--- config.mk ---
export PLATFORM = sky130hd
export DESIGN_NAME = gcd_euclid_32_unit
export DESIGN_NICKNAME = d
export VERILOG_FILES = /design/src/design/gcd_pkg.sv /design/src/design/gcd_dp.sv /design/src/design/gcd_ctrl.sv /design/src/design/gcd_euclid_32_unit.sv
export SDC_FILE = /design/constraint.sdc
export NUM_CORES = 1
export LEC_CHECK = 0
export BUFFER_PORTS_ARGS = -buffer_cell sky130_fd_sc_hd__buf_4
export CORE_UTILIZATION = 30
export CTS_CLUSTER_DIAMETER = 30
export DETAILED_ROUTE_END_ITERATION = 10
export SLEW_MARGIN = 20
export SYNTH_ARGS = -nofsm -noshare
export SYNTH_HDL_FRONTEND = slang
export SYNTH_SLANG_ARGS = --single-unit
--- constraint.sdc ---
create_clock -name clk_i -period 9.89 [get_ports clk_i]
set_clock_uncertainty 0.1 [all_clocks]
set_input_delay 0 -clock clk_i [delete_from_list [all_inputs] [get_ports clk_i]]
set_output_delay 0 -clock clk_i [all_outputs]
set_load 0.01 [all_outputs]
--- src/design/gcd_pkg.sv ---
`timescale 1ns / 1ps
// ----------------------------------------------------------------------------
// gcd_pkg
// shared types for the gcd unit: controller states and the command and
// status groups that join the controller to the datapath
// ----------------------------------------------------------------------------
package gcd_pkg;

  // controller states
  typedef enum logic {
    ST_IDLE,
    ST_RUN
  } gcd_state_e;

  // controller to datapath
  typedef struct packed {
    logic load;     // take a new pair of operands
    logic step;     // one subtract/shift iteration
    logic capture;  // move the finished result into the output register
  } gcd_cmd_t;

  // datapath to controller
  typedef struct packed {
    logic done;     // one operand has reached zero
  } gcd_status_t;

endpackage

--- src/design/gcd_dp.sv ---
`timescale 1ns / 1ps
// ----------------------------------------------------------------------------
// gcd_dp
// datapath: operand registers, shared subtract/shift unit, common power of
// two counter and the output register
// ----------------------------------------------------------------------------
module gcd_dp #(
  parameter int WIDTH = 32
) (
  input  logic                 clk_i,
  input  gcd_pkg::gcd_cmd_t    cmd_i,
  output gcd_pkg::gcd_status_t status_o,
  input  logic [WIDTH-1:0]     a_value_i,
  input  logic [WIDTH-1:0]     b_value_i,
  output logic [WIDTH-1:0]     divisor_o
);
  import gcd_pkg::*;

  localparam int KW = $clog2(WIDTH);

  logic [WIDTH-1:0] a_q, a_d;
  logic [WIDTH-1:0] b_q, b_d;
  logic [KW-1:0]    k_q, k_d;
  logic [WIDTH-1:0] res_q;
  logic [WIDTH-1:0] diff_ab;
  logic [WIDTH-1:0] diff_ba;
  logic             a_ge_b;

  // subtractors for both directions
  assign diff_ab = a_q - b_q;
  assign diff_ba = b_q - a_q;
  assign a_ge_b  = (a_q >= b_q);

  // one binary gcd iteration or a fresh load
  always_comb begin
    a_d = a_q;
    b_d = b_q;
    k_d = k_q;
    if (cmd_i.load) begin
      a_d = a_value_i;
      b_d = b_value_i;
      k_d = '0;
    end else if (cmd_i.step) begin
      if (!a_q[0] && !b_q[0]) begin
        // common factor of two
        a_d = a_q >> 1;
        b_d = b_q >> 1;
        k_d = k_q + 1'b1;
      end else if (!a_q[0]) begin
        a_d = a_q >> 1;
      end else if (!b_q[0]) begin
        b_d = b_q >> 1;
      end else if (a_ge_b) begin
        // difference of two odd values is even
        a_d = diff_ab >> 1;
      end else begin
        b_d = diff_ba >> 1;
      end
    end
  end

  always_ff @(posedge clk_i) begin
    a_q <= a_d;
    b_q <= b_d;
    k_q <= k_d;
  end

  // output register, restores the common power of two
  always_ff @(posedge clk_i) begin
    if (cmd_i.capture) begin
      res_q <= (a_q | b_q) << k_q;
    end
  end

  assign status_o.done = (a_q == '0) || (b_q == '0);
  assign divisor_o     = res_q;

endmodule

--- src/design/gcd_ctrl.sv ---
`timescale 1ns / 1ps
// ----------------------------------------------------------------------------
// gcd_ctrl
// controller: sequences load, iterations and result capture, and owns the
// handshakes of both channels
// ----------------------------------------------------------------------------
module gcd_ctrl (
  input  logic                 clk_i,
  input  logic                 rst_ni,
  input  logic                 in_valid_i,
  output logic                 in_stall_o,
  output logic                 out_valid_o,
  input  logic                 out_stall_i,
  output gcd_pkg::gcd_cmd_t    cmd_o,
  input  gcd_pkg::gcd_status_t status_i
);
  import gcd_pkg::*;

  gcd_state_e state_q, state_d;
  logic       out_valid_q, out_valid_d;
  logic       out_free;
  logic       in_take;

  assign out_free = !out_valid_q || !out_stall_i;
  assign in_take  = in_valid_i && (state_q == ST_IDLE);

  // next state
  always_comb begin
    state_d = state_q;
    case (state_q)
      ST_IDLE: begin
        if (in_valid_i) state_d = ST_RUN;
      end
      ST_RUN: begin
        if (status_i.done && out_free) state_d = ST_IDLE;
      end
      default: state_d = ST_IDLE;
    endcase
  end

  // outputs
  always_comb begin
    cmd_o      = '0;
    in_stall_o = 1'b1;
    case (state_q)
      ST_IDLE: begin
        in_stall_o = 1'b0;
        cmd_o.load = in_valid_i;
      end
      ST_RUN: begin
        cmd_o.step    = !status_i.done;
        cmd_o.capture = status_i.done && out_free;
      end
      default: begin
        in_stall_o = 1'b1;
      end
    endcase
  end

  // output item valid flag
  always_comb begin
    out_valid_d = out_valid_q;
    if (cmd_o.capture) begin
      out_valid_d = 1'b1;
    end else if (out_valid_q && !out_stall_i) begin
      out_valid_d = 1'b0;
    end
  end

  always_ff @(posedge clk_i or negedge rst_ni) begin
    if (!rst_ni) begin
      state_q     <= ST_IDLE;
      out_valid_q <= 1'b0;
    end else begin
      state_q     <= state_d;
      out_valid_q <= out_valid_d;
    end
  end

  assign out_valid_o = out_valid_q;

`ifndef SYNTH
  // capture only once iterations have finished
  assert property (@(posedge clk_i) disable iff (!rst_ni)
    cmd_o.capture |-> (state_q == ST_RUN) && status_i.done)
    else $error("capture without finished result");

  // a captured result is presented next cycle
  assert property (@(posedge clk_i) disable iff (!rst_ni)
    cmd_o.capture |=> out_valid_o)
    else $error("captured result not presented");

  // an accepted item starts iterating
  assert property (@(posedge clk_i) disable iff (!rst_ni)
    in_take |=> (state_q == ST_RUN))
    else $error("accepted item not running");

  // never overwrite a result still waiting downstream
  assert property (@(posedge clk_i) disable iff (!rst_ni)
    cmd_o.capture |-> !(out_valid_q && out_stall_i))
    else $error("pending result overwritten");
`endif

endmodule

--- src/design/gcd_euclid_32_unit.sv ---
`timescale 1ns / 1ps
// ----------------------------------------------------------------------------
// gcd_euclid_32_unit
// greatest common divisor of two unsigned operands
// ----------------------------------------------------------------------------
// usage
//   input channel: a_value_i and b_value_i with in_valid_i; an item is taken
//   at a clock edge with in_valid_i high and in_stall_o low.
//   output channel: divisor_o with out_valid_o; taken at an edge with
//   out_valid_o high and out_stall_i low. one result per input item.
//   gcd(0, b) = b, gcd(a, 0) = a, gcd(0, 0) = 0.
// timing
//   one item is worked at a time: the load, then the binary gcd
//   iterations of the shared subtract/shift unit until one operand is
//   zero, then the capture into the output register.
//   the iteration count depends on the operand values.
//   a new item is taken the cycle after capture, while the previous result
//   may still wait in the output register.
// reset and stall
//   reset clears the controller and drops out_valid_o; operands are not
//   cleared. while out_stall_i is high the result holds, and a finished
//   item waits in the unit until the output register frees up.
// ----------------------------------------------------------------------------
module gcd_euclid_32_unit #(
  parameter int WIDTH = 32
) (
  input  logic             clk_i,
  input  logic             rst_ni,
  input  logic             in_valid_i,
  output logic             in_stall_o,
  input  logic [WIDTH-1:0] a_value_i,
  input  logic [WIDTH-1:0] b_value_i,
  output logic             out_valid_o,
  input  logic             out_stall_i,
  output logic [WIDTH-1:0] divisor_o
);
  import gcd_pkg::*;

  gcd_cmd_t    cmd;
  gcd_status_t status;

  // control sequencing and handshakes
  gcd_ctrl u_ctrl (
    .clk_i       (clk_i),
    .rst_ni      (rst_ni),
    .in_valid_i  (in_valid_i),
    .in_stall_o  (in_stall_o),
    .out_valid_o (out_valid_o),
    .out_stall_i (out_stall_i),
    .cmd_o       (cmd),
    .status_i    (status)
  );

  // operand registers and iteration unit
  gcd_dp #(
    .WIDTH (WIDTH)
  ) u_dp (
    .clk_i     (clk_i),
    .cmd_i     (cmd),
    .status_o  (status),
    .a_value_i (a_value_i),
    .b_value_i (b_value_i),
    .divisor_o (divisor_o)
  );

endmodule

* After elaboration in Yosys (flattened, before gate mapping)
Index checks and enable logic that the tools add are counted.
Operators by class: equal/unequal tests 3, reduce and logical (&&, ||, !) cells 19, muxes and demuxes 20, bitwise gates (word level) 2, shift operators 1, $lt $le $gt $ge 1, add/sub/neg operators 3
Operator list (count):
- 2-to-1 mux 32 bit | 12
- logical NOT 32 bit | 2
- subtractor 32 bit | 2
- greater-or-equal comparator 32 bit | 1
- bitwise OR 32 bit | 1
- << shifter 32 x 5 -> 32 bit | 1
- inequality test 4 bit, second input constant | 3
- 2-to-1 mux 1 bit | 6
- AND reduction 3 bit | 2
- adder 5 x 1 -> 5 bit, second input constant | 1
- logical NOT 1 bit | 5
- AND reduction 2 bit | 2
- nonzero test 2 bit | 2
- logical AND 1 bit | 3
- nonzero test 3 bit | 1
- logical OR 1 bit | 2
- 2-to-1 mux 2 bit | 1
- case mux 1 bit (2 select lines) | 1
- inverter 1 bit | 1
Word-level totals: output and inout port bits 34, input bits 68, word-level logic and storage cells 57, register bits 103

* Depth between registers and ports, before layout
word-level depth 7, gate-level depth with buffers 14, depth with buffers taken out 12

* By module
A second synthesis with hierarchy kept.
Unflattened totals: cell total of the unflattened synthesis 1184, area total of the unflattened synthesis 10286.1 sq um
Modules (own cells, without submodules):
- gcd_dp | sequential area each 2982.9 sq um, times used 1, area an instance 10188.5 sq um, cells an instance 1173
- gcd_ctrl | sequential area each 50.0 sq um, times used 1, area an instance 97.6 sq um, cells an instance 11

* Least setup slack after synthesis
Ideal clock, no wire load.
path type register to register, from register u_dp.b_q[23], to register u_dp.a_q[10] (enable), arrival time 4596 ps, period minus slack after synthesis 5158 ps, data required time 9328 ps, cell stages (with the launch flop) 10, buffers on the path 0, path slack 4732 ps, setup time 462 ps, cells stage by stage edfxtp_1 inv_1 ha_1 or4_4 or4_4 a2111oi_2 nor3_1 nor2_1 nor2_1 o21ai_0
Between the ends: longest elaborated chain between the ends 6, elaborated cells between the ends (all ways) 8, those cells by class order compare (1); eq/ne (1); mux (1); reduce/logical (5)
RTL lines:
- from (decl) | RTL line gcd_dp.sv:22 | logic [WIDTH-1:0] b_q, b_d;
- from (signal assigned) | RTL line gcd_dp.sv:64 | b_q <= b_d;
- parallel branches: the longest is 5 deep, another holds greater-or-equal comparator 32 bit
- AND reduction 3 bit (no line) *
- to (signal assigned) | RTL line gcd_dp.sv:63 | a_q <= a_d;
- to (decl) | RTL line gcd_dp.sv:21 | logic [WIDTH-1:0] a_q, a_d;
Every way passes the cells marked *. A chain may end at the register's enable or synchronous reset.

* Worst setup path after layout
from register u_dp.a_q[0], to register u_dp.a_q[0] (data pin)
Between the ends: longest elaborated chain between the ends 7, elaborated cells between the ends (all ways) 10, those cells by class add/sub (1); order compare (1); mux (6); reduce/logical (2)
RTL lines:
- subtractor 32 bit or greater-or-equal comparator 32 bit (tied branches) | RTL line gcd_dp.sv:30, gcd_dp.sv:32
- 2-to-1 mux 32 bit | RTL line gcd_dp.sv:53 | end else if (a_ge_b) begin
- 2-to-1 mux 32 bit | RTL line gcd_dp.sv:51 | end else if (!b_q[0]) begin
- 2-to-1 mux 32 bit | RTL line gcd_dp.sv:49 | end else if (!a_q[0]) begin
- 2-to-1 mux 32 bit * | RTL line gcd_dp.sv:44 | if (!a_q[0] && !b_q[0]) begin
- 2-to-1 mux 32 bit * | RTL line gcd_dp.sv:43 | end else if (cmd_i.step) begin
- 2-to-1 mux 32 bit * | RTL line gcd_dp.sv:39 | if (cmd_i.load) begin
- via u_dp.a_d[0] | RTL line gcd_dp.sv:21
Mark *: on every way through the listed nets, which the timed path passes. The rest lies on a longest branch. The select of a mux whose other input is x is not followed.

==> summary.txt <==
Outcome
  • Status: complete, no violations

Logic synthesis
  • Synth area leaders: edfxtp_1, ha_1, nor2_1
  • Post-synth ARST share: 1.94%
  • Post-Syn Area: 10200 sq um
  • #FFs+latches synth: 103
  • Post-synth top area share: 28.2%
  • Syn Area/Cell: 8.92 sq um
  • Synth Flop Type: edfxtp_1
  • Syn_nets: 1312
  • Register area share after synthesis: 29.7%
  • Yosys warning count: 0
  • Count of cell types in the netlist: 76
  • Cells after synthesis: 1145
  • Post-synth EDFFs: 96
  • Synth area leader: edfxtp_1

Place
  • IO buf count: 101
  • DP Wirelength: 27100 um
  • Gpl congestion: 0.964

Worst setup path
  • Worst Path Arrival: 4130 ps
  • CP endpoint kind: register
  • R2R Path Start: u_dp.a_q[0]
  • Startpoint types: register
  • Crit Reg-Reg Endpoint: u_dp.a_q[0]
  • Worst Path Required: 9870 ps
  • Crit-path max FO: 24
  • Flop2flop setup slack: 5740 ps
  • R2r worst-path depth: 12
  • WS Path Type: register to register

Job
  • Max Cap Viol: 0

Clock network
  • Htree depth: 3
  • CTS tree: built
  • TritonCTS buffer count: 9
  • CTS Sinks: 103
  • Clk Latency, worst-skew pair: 370 ps
  • CTS clock-pin slew for the worst setup and hold paths: 80 ps
  • Root buffer cell: clkbuf_16
  • Max Root-Sink Buffers: 2

Min path
  • Hold endpoint: u_ctrl.out_valid_o
  • Hold Startpoint: out_stall_i
  • Cell count of the worst hold path: 4
  • Min-Delay Path Class: primary input to register

Cells and area
  • Nets: 1438
  • Fin util: 36.7%
  • Syn-to-layout area delta: 20.5%
  • Ant diodes: 0
  • Share of cells above drive strength 1: 17.6%

Timing
  • Slew headroom: 35.8%
  • # setup viols final: 0
  • TNS Setup: 0 ps
  • FMAX: 241 MHz
  • Hold Fails Final Rpt: 0
  • RSZ-0062 raised after global routing: false
  • Slew @ Worst Pin: 960 ps
  • Tmin final: 4150 ps
  • Max Slew Vio Count: 0
  • Final period utilization: 42.0%

Detailed routing
  • Vias: 9379
  • Routed len/inst: 20.4 um
  • Drt first pass iters: 5
  • Via density: 5.44
  • Met2 Routed Length: 15700 um
  • Top sig layer: met4
  • Final WL: 35200 um
  • Drt initial violations: 974
  • Met1 Routed Length: 15600 um
  • Met3 wire length: 2230 um
  • DRC violations left: 0
  • ANT nets after route: 0

GRT
  • Vias in the first global route: 9058
  • Global route overflow: 0
  • First-pass GRT wire length: 53400 um
  • Initial antenna violation count: 0
  • Total track usage: 19.8%
  • Largest net degree at the start of global routing: 68

Floorplan
  • Die W: 187 um
  • CORE AREA: 33500 sq um
  • Die area: 34800 sq um
  • I/O pins: 102
  • Die height: 187 um
  • Row cnt: 67
  • Initial Util: 30.5%
==> registers in the layout, summed over array words and instances, names as in the netlist <==
| name | flops |
|---|---|
| u_dp.a_q | 32 |
| u_dp.b_q | 32 |
| u_dp.divisor_o | 32 |
| u_dp.k_q | 5 |
| u_ctrl.out_valid_o | 1 |
| u_ctrl.state_q | 1 |
==> per-stage QoR <==
step	hold WS, ps	setup slack [ps]	area, sq um	std cells
floorplan	-396	4730	10200	1145
global placement	-314	5820	11300	1640
detailed placement	-315	5760	11300	1640
CTS	299	5750	12300	1724
global route	329	5490	12300	1724
finish	309	5740	12300	1724
==> synthesized netlist by cell type (9+ instances only) <==
library cell / number
a211oi_1: 19
a21oi_1: 94
a221oi_1: 21
a221oi_2: 22
a22oi_1: 12
and2_1: 12
buf_2: 10
clkbuf_1: 43
edfxtp_1: 96
ha_1: 97
inv_1: 101
mux2_2: 13
mux2i_1: 27
mux4_2: 16
nand2_1: 46
nand2b_1: 10
nor2_1: 143
nor2_2: 20
nor2b_1: 11
nor3_1: 24
nor4_1: 27
o21ai_0: 47
o21ai_1: 9
o21bai_1: 14
o22ai_1: 13
xnor2_1: 58
==> cells in the final DEF (no fill, tap or decap), drive strengths merged, types with 6 or more instances in the layout <==
master / count
a211oi: 19
a21oi: 94
a221oi: 43
a22oi: 12
a31oi: 7
and2: 12
buf: 113
clkbuf: 10
clkinv: 9
dlygate4sd3: 68
edfxtp: 96
ha: 97
inv: 104
mux2: 13
mux2i: 27
mux4: 16
nand2: 47
nand2b: 10
nand3: 8
nand4: 8
nor2: 163
nor2b: 11
nor3: 24
nor4: 29
o211ai: 7
o21ai: 56
o21bai: 14
o22ai: 14
o31ai: 7
or3: 6
or4: 6
xnor2: 58
==> repair_timing <==
action | in CTS | in global routing
gates resized for setup | 0 | 0
hold endpoints to repair | 68 | 0
hold buffers | 68 | 0
buffers inserted | 0 | 0
==> critical path, cell delays in order, from the launching register on <==
cell	delay, ps
edfxtp_1	460
inv_1	130
ha_1	230
fa_1	400
nor3_1	370
o311a_1	210
o31ai_1	90
and4b_1	270
a2111oi_2	430
or2_4	350
and3_4	560
a22o_1	200
o21ai_0	70
==> logic make-up (layout without fill, tap and decap cells) <==
| family | Yosys count | after routing | synth area share (%) |
|---|---|---|---|
| flops | 103 | 103 | 29.7 |
| fa+ha+maj | 99 | 99 | 12.3 |
| mux | 56 | 56 | 7.61 |
| xor+xnor | 63 | 63 | 5.40 |
| buf+inv | 175 | 306 | 7.24 |
| simple gates | 340 | 340 | 16.4 |
| compound gates | 309 | 309 | 21.3 |
==> metal layers <==
metal	global-route usage, %	up-vias
met1	26.8	4453
li1	-	4415
met5	0	-
met4	8.89	0
met2	31.4	428
met3	2.52	83
==> area by class of cell <==
cell class	count	area [sq um]
clock buffer	10	229
clock inverter	6	67.6
fill	3415	21200
inverter	109	409
multi-input combinational	867	6480
sequential	103	3030
tap	448	561
timing repair buffer	181	1530
==> worst max path at each step <==
stage / startpoint / end / slack, ps / cells past startpoint
floorplan: u_dp.b_q[23] / u_dp.a_q[10] / 4730 / 9
global placement: u_dp.a_q[2] / u_dp.a_q[0] / 5820 / 9
detailed placement: u_dp.a_q[0] / u_dp.a_q[0] / 5760 / 12
CTS: u_dp.a_q[0] / u_dp.a_q[0] / 5750 / 12
global route: u_dp.a_q[0] / u_dp.a_q[0] / 5490 / 12
finish: u_dp.a_q[0] / u_dp.a_q[0] / 5740 / 12
Power is not shown: default switching activity piles up to over one toggle a cycle in this logic, so the estimate is an artifact.
